### config.mk
export PLATFORM = sky130hd
export DESIGN_NAME = sfbs_iou
export DESIGN_NICKNAME = d
export VERILOG_FILES = /design/src/design/sfbs_pkg.sv /design/src/design/sfbs_iou.sv
export SDC_FILE = /design/constraint.sdc
export NUM_CORES = 2
export LEC_CHECK = 0
export BUFFER_PORTS_ARGS = -buffer_cell sky130_fd_sc_hd__buf_2
export CAP_MARGIN = 20
export CORE_MARGIN = 10
export CORE_UTILIZATION = 50
export DETAILED_ROUTE_END_ITERATION = 7
export GPL_TIMING_DRIVEN = 0
export PLACE_DENSITY = 0.67
export SETUP_SLACK_MARGIN = 0.1
export SLEW_MARGIN = 20
export SYNTH_ARGS = -nofsm -noshare
export SYNTH_HDL_FRONTEND = slang
export SYNTH_SLANG_ARGS = --single-unit
### constraint.sdc
create_clock -name clk -period 25 [get_ports clk]
set_clock_uncertainty 0.2 [all_clocks]
set_input_delay 5 -clock clk [delete_from_list [all_inputs] [get_ports clk]]
set_output_delay 5 -clock clk [all_outputs]
set_load 0.03 [all_outputs]
### src/design/sfbs_pkg.sv
// ----------------------------------------------------------------------------
// sfbs_pkg: shared types and constants
// sizes, payload structs and register indexes for the box suppression block
// ----------------------------------------------------------------------------
package sfbs_pkg;

  localparam int MAX_BOXES  = 64;
  localparam int COORD_BITS = 12;
  localparam int CNT_BITS   = $clog2(MAX_BOXES + 1);
  localparam int AREA_BITS  = 2 * COORD_BITS;

  localparam logic [15:0] SCORE_LIMIT_RST   = 16'd45875;
  localparam logic [15:0] OVERLAP_LIMIT_RST = 16'd19661;

  localparam logic [1:0] REG_SCORE_LIMIT   = 2'd0;
  localparam logic [1:0] REG_OVERLAP_LIMIT = 2'd1;

  typedef struct packed {
    logic [COORD_BITS-1:0] left_edge;
    logic [COORD_BITS-1:0] top_edge;
    logic [COORD_BITS-1:0] right_edge;
    logic [COORD_BITS-1:0] bottom_edge;
    logic [15:0]           box_score;
    logic                  final_box;
  } in_item_t;

  typedef struct packed {
    logic [COORD_BITS-1:0] kept_left;
    logic [COORD_BITS-1:0] kept_top;
    logic [COORD_BITS-1:0] kept_right;
    logic [COORD_BITS-1:0] kept_bottom;
    logic [15:0]           kept_score;
    logic                  run_end;
    logic                  none_kept;
    logic                  capacity_lost;
  } out_item_t;

  typedef struct packed {
    logic [COORD_BITS-1:0] x1;
    logic [COORD_BITS-1:0] y1;
    logic [COORD_BITS-1:0] x2;
    logic [COORD_BITS-1:0] y2;
    logic [15:0]           sc;
  } box_t;

  // per-cell control broadcast from the sequencer
  typedef struct packed {
    logic insert;   // new box travels into the chain
    logic shift;    // rotate chain by one cell toward head
    logic clear;    // frame end: empty chain
  } cell_ctl_t;

  function automatic logic [COORD_BITS-1:0] ext(input logic [COORD_BITS-1:0] lo,
                                                 input logic [COORD_BITS-1:0] hi);
    return (hi > lo) ? hi - lo : '0;
  endfunction

  // area of a box, zero along an inverted axis
  function automatic logic [AREA_BITS-1:0] span_area(input logic [COORD_BITS-1:0] x1,
                                                     input logic [COORD_BITS-1:0] y1,
                                                     input logic [COORD_BITS-1:0] x2,
                                                     input logic [COORD_BITS-1:0] y2);
    logic [AREA_BITS-1:0] w, h;
    w = {{(AREA_BITS-COORD_BITS){1'b0}}, ext(x1, x2)};
    h = {{(AREA_BITS-COORD_BITS){1'b0}}, ext(y1, y2)};
    return w * h;
  endfunction

endpackage

### src/design/sfbs_iou.sv
// ----------------------------------------------------------------------------
// sfbs_iou: registered overlap test
// reference box against head box; four stages of multiply and compare
// ----------------------------------------------------------------------------
module sfbs_iou
  import sfbs_pkg::*;
(
  input  logic        clk,
  input  box_t        ref_box,
  input  box_t        cand,
  input  logic [15:0] overlap_limit,
  output logic        hit
);

  logic [COORD_BITS-1:0] ix1, iy1, ix2, iy2;
  logic [AREA_BITS-1:0]  inter, area_a, area_b;
  logic [AREA_BITS+1:0]  uni;
  logic [AREA_BITS+17:0] lhs, lhs_d, rhs;
  logic                  nz;

  assign ix1 = (ref_box.x1 > cand.x1) ? ref_box.x1 : cand.x1;
  assign iy1 = (ref_box.y1 > cand.y1) ? ref_box.y1 : cand.y1;
  assign ix2 = (ref_box.x2 < cand.x2) ? ref_box.x2 : cand.x2;
  assign iy2 = (ref_box.y2 < cand.y2) ? ref_box.y2 : cand.y2;

  always_ff @(posedge clk) begin
    // areas
    inter  <= span_area(ix1, iy1, ix2, iy2);
    area_a <= span_area(ref_box.x1, ref_box.y1, ref_box.x2, ref_box.y2);
    area_b <= span_area(cand.x1, cand.y1, cand.x2, cand.y2);
    // union and scaled intersection
    uni    <= {2'b0, area_a} + {2'b0, area_b} - {2'b0, inter};
    lhs    <= {2'b0, inter, 16'b0};
    // threshold product
    rhs    <= {16'b0, uni} * {{(AREA_BITS+2){1'b0}}, overlap_limit};
    lhs_d  <= lhs;
    nz     <= (uni != '0);
    // compare, zero union never suppresses
    hit    <= nz && (lhs_d > rhs);
  end

endmodule

==> flow_summary.yaml <==
yosys:
  avgSynthCellArea_um2: 8.59
  synth_seq_cells: 190
  yosys_warnings: 0
  synth_top_cell_by_area: "fa_1"
  ys_seq_area_frac: 0.0979
  ys_types: 75
  syn_area_mm2: 0.0388
  synth_common_cells: "935 x inv_1, 664 x fa_1, 602 x nand2_1"
  synthArstFlopShare: 0
  synth_area_leaders: "fa_1 34%, ha_1 15%, dfxtp_1 9.8%"
  yosysTopAreaCellShare: 0.342
  synth_most_common_cell: "inv_1"
  syn_nets: 5798
  synth_ff_type: "dfxtp_1"
  synth-edff-count: 0
  synthCells: 4522
critical_path:
  path_delay_family: "compound AO/OA/AOI/OAI gates"
  worstSetupPathDepth: 41
  cp.required_ps: 25080
  crit_fanout: 10
  cp-start-kind: "input port"
  worstRegToRegCells: 24
  r2r_slack_ps: 17040
  rr_startpoint: "uni[12]"
  crit_path_start: "cand[21]"
  crit_arrival_ps: 15740
  slowest_delay_ps: 590
  endpoint_kind: "flop"
  worstSetupPathType: "input port to flop"
  cp_slowest_cell: "a311oi_1"
  critPathBufInv: 10
  r2r_end: "rhs[36]"
  critPathCapture: "inter[23]"
cts:
  clock_sinks: 190
  post_cts_buffers: 0
  postCtsHoldBufs: 0
  clockRootBuffer: "clkbuf_16"
  ctsLongestPathBuffers: 2
  clk_pin_slew_ps: 70
  clk_latency_ps: 440
  cts_buffers: 17
  ctsResizeCount: 0
  tritoncts: "built"
  h-tree-depth: 4
floorplanning:
  rows: 102
  ios: 146
  fp.coreArea_mm2: 0.0772
  dieArea_mm2: 0.0892
  die_x_um: 299
  start_util: 0.503
  die_h_um: 299
flow_run:
  cap_violations: 0
drt:
  dr_total_vias: 30800
  drt_wl_total_um: 107000
  wire_per_inst_um: 18.7
  ant_nets: 0
  vias_per_cell: 5.40
  drtPass1Iterations: 5
  first_iter_violations: 2139
  drcViolationCount: 0
global_routing:
  grt_max_degree: 20
  grt_pass1_wl_um: 175000
  track_usage: 0.244
  antenna_found_initial: 3
  grt.overflow.total: 0
  grt_pass1_vias: 32300
placement:
  hpwl_um: 91900
  placed_area_mm2: 0.0407
  place.gp.congestion: 0.964
  io_buffers: 104
timing:
  rsz0062_at_grt: "no"
  tns_ps: 0
  slew_viol_final: 0
  relSlewSlack: 0.207
  finalSetupViolCount: 0
  tightest_slew_ps: 1180
  finalHoldViolations: 0
  clock.fmax_ghz: 0.0639
  fin_crit_ps: 15660
  finalCritPeriodShare: 0.626
layout:
  final_cell_area_mm2: 0.0413
  layout.nets: 5921
  fillers: 7332
  drive_above_1_share: 0.0412
  area_delta_synth_final_pct: 6.25
outcome:
  status: "finished clean"
min_path:
  hold_class: "flop to flop"
-- layout by cell type, fill, tap and decap left out, types with 16 or more instances in the layout --
| cell | netlist | routed |
|---|---|---|
| a21o_1 | 94 | 94 |
| a21oi_1 | 169 | 169 |
| a31oi_1 | 16 | 16 |
| and2_1 | 165 | 165 |
| and3_1 | 67 | 67 |
| buf_2 | 9 | 113 |
| clkbuf_1 | 170 | 170 |
| clkbuf_16 | 0 | 17 |
| dfxtp_1 | 190 | 190 |
| fa_1 | 664 | 664 |
| ha_1 | 467 | 467 |
| inv_1 | 935 | 935 |
| mux2_2 | 16 | 16 |
| mux2i_1 | 27 | 27 |
| nand2_1 | 602 | 602 |
| nand2b_1 | 21 | 21 |
| nand3_1 | 103 | 103 |
| nand4_1 | 39 | 39 |
| nor2_1 | 190 | 190 |
| nor2b_1 | 44 | 44 |
| nor3_1 | 65 | 63 |
| nor4_1 | 17 | 16 |
| o21a_1 | 24 | 24 |
| o21ai_0 | 66 | 66 |
| o21bai_1 | 23 | 23 |
| xnor2_1 | 117 | 117 |
| xor2_1 | 41 | 41 |
-- kinds of logic (layout without fill, tap and decap cells) --
group / count (synthesis) / after routing / share of synthesized area
other cells: 0 / 3 / 0
mux: 51 / 51 / 0.0139
flops: 190 / 190 / 0.0979
xor+xnor: 158 / 158 / 0.0356
compound gates: 516 / 516 / 0.0878
simple gates: 1360 / 1360 / 0.164
fa+ha+maj: 1131 / 1131 / 0.493
buf+inv: 1116 / 1252 / 0.108
-- metrics by stage --
| stage | cells | hold WS [ps] | worst slack (ps) | util |
|---|---|---|---|---|
| 2_1_floorplan | 4522 | 110 | 11010 | - |
| 3_3_place_gp | 5666 | 110 | 9100 | 0.527 |
| 3_5_place_dp | 5666 | 112 | 9110 | 0.527 |
| 4_1_cts | 5698 | 122 | 9540 | 0.534 |
| 5_1_grt | 5699 | 133 | 8700 | 0.534 |
| 6_report | 5701 | 124 | 9340 | 0.534 |
-- layout make-up --
| class | instances | area (um2) | share of cell area |
|---|---|---|---|
| Clock inverter | 15 | 153 | 0.00370 |
| Clock buffer | 17 | 425 | 0.0103 |
| Tap cell | 1040 | 1300 | 0.0315 |
| Antenna cell | 3 | 7.51 | 0.000182 |
| Inverter | 936 | 3510 | 0.0851 |
| Multi-Input combinational cell | 3216 | 30900 | 0.748 |
| Sequential cell | 190 | 3800 | 0.0922 |
| Timing Repair Buffer | 104 | 520 | 0.0126 |
| Buffer | 180 | 687 | 0.0166 |
-- state kept, by name, indices dropped and copies added, names as in the netlist --
register / flops
area_a: 24
lhs: 24
hit: 1
inter: 24
lhs_d: 24
uni: 26
rhs: 42
area_b: 24
nz: 1
-- worst min-delay path by stage --
| stage | from | end | slack [ps] | depth (start not counted) |
|---|---|---|---|---|
| 2_1_floorplan | lhs[16] | lhs_d[16] | 110 | 0 |
| 4_1_cts | lhs[18] | lhs_d[18] | 120 | 0 |
| 6_report | lhs[18] | lhs_d[18] | 120 | 0 |
| 5_1_grt | lhs[31] | lhs_d[31] | 130 | 0 |
| 3_5_place_dp | lhs[25] | lhs_d[25] | 110 | 0 |
| 3_3_place_gp | lhs[25] | lhs_d[25] | 110 | 0 |
-- layer usage --
metal,wire (um),part of all wire,track usage,vias to the layer above
li1,-,-,-,14400
met1,44800,0.42,0.314,15200
met2,50900,0.48,0.417,1004
met3,7060,0.066,0.0347,186
met4,3980,0.037,0.0869,0
met5,0,0,0,-
Power is not shown: default switching activity piles up to over one toggle a cycle in this logic, so the estimate is an artifact.
