## src/design/sfbs_pkg.sv

```systemverilog
// ----------------------------------------------------------------------------
// sfbs_pkg: shared types and constants
// sizes, payload structs and register indexes for the box suppression block
// ----------------------------------------------------------------------------
package sfbs_pkg;

  localparam int MAX_BOXES  = 64;
  localparam int COORD_BITS = 12;
  localparam int CNT_BITS   = $clog2(MAX_BOXES + 1);
  localparam int AREA_BITS  = 2 * COORD_BITS;

  localparam logic [15:0] SCORE_LIMIT_RST   = 16'd45875;
  localparam logic [15:0] OVERLAP_LIMIT_RST = 16'd19661;

  localparam logic [1:0] REG_SCORE_LIMIT   = 2'd0;
  localparam logic [1:0] REG_OVERLAP_LIMIT = 2'd1;

  typedef struct packed {
    logic [COORD_BITS-1:0] left_edge;
    logic [COORD_BITS-1:0] top_edge;
    logic [COORD_BITS-1:0] right_edge;
    logic [COORD_BITS-1:0] bottom_edge;
    logic [15:0]           box_score;
    logic                  final_box;
  } in_item_t;

  typedef struct packed {
    logic [COORD_BITS-1:0] kept_left;
    logic [COORD_BITS-1:0] kept_top;
    logic [COORD_BITS-1:0] kept_right;
    logic [COORD_BITS-1:0] kept_bottom;
    logic [15:0]           kept_score;
    logic                  run_end;
    logic                  none_kept;
    logic                  capacity_lost;
  } out_item_t;

  typedef struct packed {
    logic [COORD_BITS-1:0] x1;
    logic [COORD_BITS-1:0] y1;
    logic [COORD_BITS-1:0] x2;
    logic [COORD_BITS-1:0] y2;
    logic [15:0]           sc;
  } box_t;

  // per-cell control broadcast from the sequencer
  typedef struct packed {
    logic insert;   // new box travels into the chain
    logic shift;    // rotate chain by one cell toward head
    logic clear;    // frame end: empty chain
  } cell_ctl_t;

  function automatic logic [COORD_BITS-1:0] ext(input logic [COORD_BITS-1:0] lo,
                                                 input logic [COORD_BITS-1:0] hi);
    return (hi > lo) ? hi - lo : '0;
  endfunction

  // area of a box, zero along an inverted axis
  function automatic logic [AREA_BITS-1:0] span_area(input logic [COORD_BITS-1:0] x1,
                                                     input logic [COORD_BITS-1:0] y1,
                                                     input logic [COORD_BITS-1:0] x2,
                                                     input logic [COORD_BITS-1:0] y2);
    logic [AREA_BITS-1:0] w, h;
    w = {{(AREA_BITS-COORD_BITS){1'b0}}, ext(x1, x2)};
    h = {{(AREA_BITS-COORD_BITS){1'b0}}, ext(y1, y2)};
    return w * h;
  endfunction

endpackage

```

## src/design/sfbs_cell.sv

```systemverilog
// ----------------------------------------------------------------------------
// sfbs_cell: one slot of the sorted box chain
// holds a box and its valid and suppressed marks; sorted insert and rotation
// ----------------------------------------------------------------------------
module sfbs_cell
  import sfbs_pkg::*;
(
  input  logic      clk,
  input  logic      rst,
  input  cell_ctl_t ctl,
  input  box_t      new_box,
  input  logic      prev_takes,   // new box goes at the earlier neighbor or before
  input  box_t      prev_box,     // box of earlier neighbor
  input  logic      prev_vld,
  input  box_t      next_box,     // box of later neighbor (rotation)
  input  logic      next_vld,
  input  logic      next_sup,
  input  logic      sup_hit,      // rotating-in box is suppressed
  output logic      takes,        // new box goes here or before
  output box_t      box,
  output logic      vld,
  output logic      sup
);

  logic here;

  // new box sits before this entry when strictly greater score or slot empty;
  // monotonic along the sorted chain, so no ripple from the head is needed
  assign here  = !vld || (box.sc < new_box.sc);
  assign takes = here;

  always_ff @(posedge clk) begin
    if (rst || ctl.clear) begin
      vld <= 1'b0;
      sup <= 1'b0;
    end else if (ctl.insert) begin
      if (prev_takes) begin
        box <= prev_box;
        vld <= prev_vld;
      end else if (here) begin
        box <= new_box;
        vld <= 1'b1;
      end
      sup <= 1'b0;
    end else if (ctl.shift) begin
      box <= next_box;
      vld <= next_vld;
      sup <= next_sup || sup_hit;
    end
  end

endmodule

```

## config.mk

```make
export PLATFORM = sky130hd
export DESIGN_NAME = sfbs_cell
export DESIGN_NICKNAME = d
export VERILOG_FILES = /design/src/design/sfbs_pkg.sv /design/src/design/sfbs_cell.sv
export SDC_FILE = /design/constraint.sdc
export NUM_CORES = 1
export LEC_CHECK = 0
export ABC_AREA = 1
export CAP_MARGIN = 25
export CORE_AREA = 2 2 104 106
export DETAILED_ROUTE_END_ITERATION = 12
export DIE_AREA = 0 0 106 108
export DONT_BUFFER_PORTS = 1
export MAX_ROUTING_LAYER = met4
export PLACE_DENSITY_LB_ADDON = 0.3
export SYNTH_ARGS = -nofsm -noshare
export SYNTH_HDL_FRONTEND = slang
export SYNTH_SLANG_ARGS = --single-unit
```

## constraint.sdc

```tcl
create_clock -name clk -period 6.5 [get_ports clk]
set_clock_uncertainty 0.15 [all_clocks]
set_input_delay 0.65 -clock clk [delete_from_list [all_inputs] [get_ports clk]]
set_output_delay 0.65 -clock clk [all_outputs]
set_load 0.01 [all_outputs]
```

==> out/summary.json <==
{
  "layout": {
    "n_antenna_cell": 0,
    "multi_input_area_um2": 1572,
    "final_core_utilization_pct": 39.12,
    "layout_net_count": 622,
    "final_layout_size_suffix_gt1_share_pct": 8.537,
    "seq_area_um2": 1962,
    "areaGrowthSynthToFinish_pct": 5.612,
    "fillCellCount": 983
  },
  "global_route": {
    "grt-ovfl-total": 0,
    "globalRouteTotalUtil_pct": 17.06,
    "first_pass_grt_wire_length_um": 14530,
    "grt_antenna_before_repair": 0,
    "largest_net_degree_at_the_start_of_global_routing": 70,
    "vias_in_the_first_global_route": 2920
  },
  "die": {
    "design.core.area_um2": 10230,
    "fp.dieW_um": 106,
    "start_util_pct": 37.04,
    "fp-row-count": 37,
    "fp.dieArea_um2": 11450,
    "dieHeight_um": 108,
    "top_level_ports": 269
  },
  "place": {
    "place.port_buffers": 0,
    "place.detailed.hpwl_um": 7008,
    "gp_congestion": 0.7725
  },
  "yosys": {
    "syn_inst": 419,
    "ys_async_sr_fraction_pct": 0,
    "synth-edff-count": 64,
    "synthFlopType": "sky130_fd_sc_hd__edfxtp_1",
    "synth.top_cells.by_area": "sky130_fd_sc_hd__edfxtp_1 (51%), sky130_fd_sc_hd__nand3_1 (15%), sky130_fd_sc_hd__nand2_1 (13%), sky130_fd_sc_hd__ha_1 (5.0%), sky130_fd_sc_hd__o211ai_2 (3.3%)",
    "avgSynthCellArea_um2": 9.045,
    "postSynthNetCount": 636,
    "yosysMostFrequentCell": "sky130_fd_sc_hd__nand2_1",
    "area_of_the_mapped_netlist_um2": 3790,
    "synth-seq-area-share_pct": 51.77,
    "synth-seq-cells": 66,
    "synth.top_cell.area_share_pct": 50.71,
    "commonest_cells_in_the_synthesized_netlist": "sky130_fd_sc_hd__nand2_1 (132), sky130_fd_sc_hd__nand3_1 (115), sky130_fd_sc_hd__edfxtp_1 (64), sky130_fd_sc_hd__inv_1 (22), sky130_fd_sc_hd__ha_1 (15)",
    "netlist-cell-type-count": 23,
    "synth_warnings": 0,
    "synth_top_cell_by_area": "sky130_fd_sc_hd__edfxtp_1"
  },
  "sta": {
    "min_clock_period_post_route_ns": 2.747,
    "finalHoldViolCount": 0,
    "timing.setup.tns_ns": 0,
    "timing.final.setup_violations": 0,
    "final.period_utilization_pct": 42.27,
    "tightestPinTransition_ns": 0.8431,
    "slew-limit-headroom_pct": 43.79,
    "rsz0062_at_grt": "no",
    "achievable-frequency_mhz": 364.0,
    "final-max-slew-violation-count": 0
  },
  "hold_path": {
    "path_type_of_the_worst_min_delay_path": "input port to register",
    "hold_start": "ctl[2]",
    "min_path_cells": 1,
    "timing.hold.worst_endpoint": "sup"
  },
  "detailed_routing": {
    "drt-total-wl_um": 9952,
    "detailedRoute.firstIterationViolations": 203,
    "route.vias.total": 3032,
    "route.antenna.remaining_nets": 0,
    "wire_per_inst_um": 18.23,
    "drt_pre_antenna_iters": 6,
    "via_per_inst": 5.553,
    "drt_drc_violations_left": 0
  },
  "clock_tree": {
    "tritoncts_num_sinks": 66,
    "post_cts_hold_buffer_count": 0,
    "clk_latency_ns": 0.33,
    "cts_buffers": 9,
    "cts_post_setup_buffers_inserted": 0,
    "clk_transition_reported_paths_ns": 0.07,
    "clockBufferDepth": 2,
    "clockRootBuffer": "sky130_fd_sc_hd__clkbuf_8",
    "clock_tree_from_tritoncts": "built",
    "post_cts_resize_count": 0,
    "clock_tree.htree_level_count": 3
  },
  "setup_path": {
    "startpoint_class": "register",
    "critPathBufInv": 3,
    "crit_arrival_ns": 2.55,
    "r2r_slack_ns": 3.75,
    "cp_slowest_stage_delay_ns": 0.64,
    "category_of_cells_accounting_for_the_largest_share_of_critical_path_delay": "buffers and inverters",
    "crit_start": "box[15]",
    "worst_r2r_path_depth": 11,
    "r2r-start": "box[15]",
    "timing.critical_path.cells": "ha_1 -> nand2_1 -> inv_1 -> nand3_1 -> inv_1 -> a21oi_1 -> nand2_1 -> nand3_2 -> nand2_1 -> nor2_4 -> buf_4",
    "timing.critical_path.slowest_stage_cell": "sky130_fd_sc_hd__buf_4",
    "cp_common_cell": "sky130_fd_sc_hd__nand2_1",
    "endpoint_type_of_the_worst_setup_path": "register",
    "timing.critical_path.fanout_max": 64,
    "worst_ep_required_time_ns": 6.31,
    "reg2reg_to": "box[21]",
    "critPathKind": "register to register"
  },
  "pwr": {
    "peakVddDrop_mv": 0.09224,
    "power.total_w": 0.0009453,
    "power_density_nw_per_um2": 236.2,
    "power_leakage_nw": 1.590
  },
  "outcome": {
    "status": "finished, final reports clean"
  },
  "flow_run": {
    "maxCapViolCount": 0
  }
}
registers in the layout, summed over array words and instances (netlist names):
name / cells
vld: 1
box: 64
sup: 1
where the power goes:
group | internal, W | leakage [nW] | switching (W) | total (W)
combinational | 0.0000370 | 0.883 | 0.0000599 | 0.0000969
sequential | 0.000495 | 0.618 | 0.0000189 | 0.000514
clock | 0.000176 | 0.0893 | 0.000158 | 0.000335
through the flow:
| step | area [µm²] | setup slack, ns | instances | hold slack, ns |
|---|---|---|---|---|
| 2_1_floorplan | 3790 | 1.619 | 419 | 0.4066 |
| 3_3_place_gp | 3816 | 3.557 | 530 | 0.4388 |
| 3_5_place_dp | 3816 | 3.520 | 530 | 0.4537 |
| 4_1_cts | 4003 | 3.731 | 546 | 0.2202 |
| 5_1_grt | 4003 | 3.528 | 546 | 0.2210 |
| 6_report | 4003 | 3.753 | 546 | 0.2555 |
final cells by class:
cell class / instances / share of cell area (%)
tap: 136 / 4.251
inverter: 24 / 2.251
clock buffer: 11 / 3.282
multi-input combinational: 301 / 39.26
clock inverter: 5 / 1.375
sequential: 66 / 49.02
timing repair buffer: 3 / 0.5627
worst register-to-register path: cells and delay by family, from the launching register on:
family / cells / cell delay, ns
adder cells (fa/ha/maj): 1 / 0.33
AND/OR/NAND/NOR: 6 / 0.53
buffers and inverters: 3 / 0.73
flip-flops: 1 / 0.45
AO/OA/AOI/OAI: 1 / 0.13
routing by layer:
metal	vias up	wire length, µm	track usage, %
met1	1394	3805	19.54
li1	1425	-	-
met4	0	183	8.553
met5	-	0	-
met3	15	853	3.858
met2	198	5110	28.34
cells in the final DEF (no fill, tap or decap), drive strengths merged:
master,count
nand3,116
nor2,8
nor3,1
o22ai,1
o21ai,2
a21oi,8
o211ai,15
a2111oi,1
dfxtp,2
nand2,132
clkinv,2
edfxtp,64
buf,3
or2,1
clkbuf,11
ha,15
o21a,1
clkinvlp,2
bufinv,1
inv,24
how the worst max path moves through the flow:
stage	slack, ns	cells past startpoint	to
floorplan	1.62	11	box[0]
global placement	3.56	12	box[40]
detailed placement	3.52	12	box[32]
CTS	3.73	11	box[1]
global route	3.53	11	box[1]
finish	3.75	11	box[21]
cells by family (layout without fill, tap and decap cells):
group                      Yosys count  after routing  synth area share, %
and+or+nand+nor                    258            258                29.94
DFF                                 66             66                51.77
adders and majority gates           15             15                4.952
AOI/OAI and AO/OA                   28             28                6.372
buffers and inverters               52             43                6.966
No activity file was read; power rests on OpenSTA's default activity.
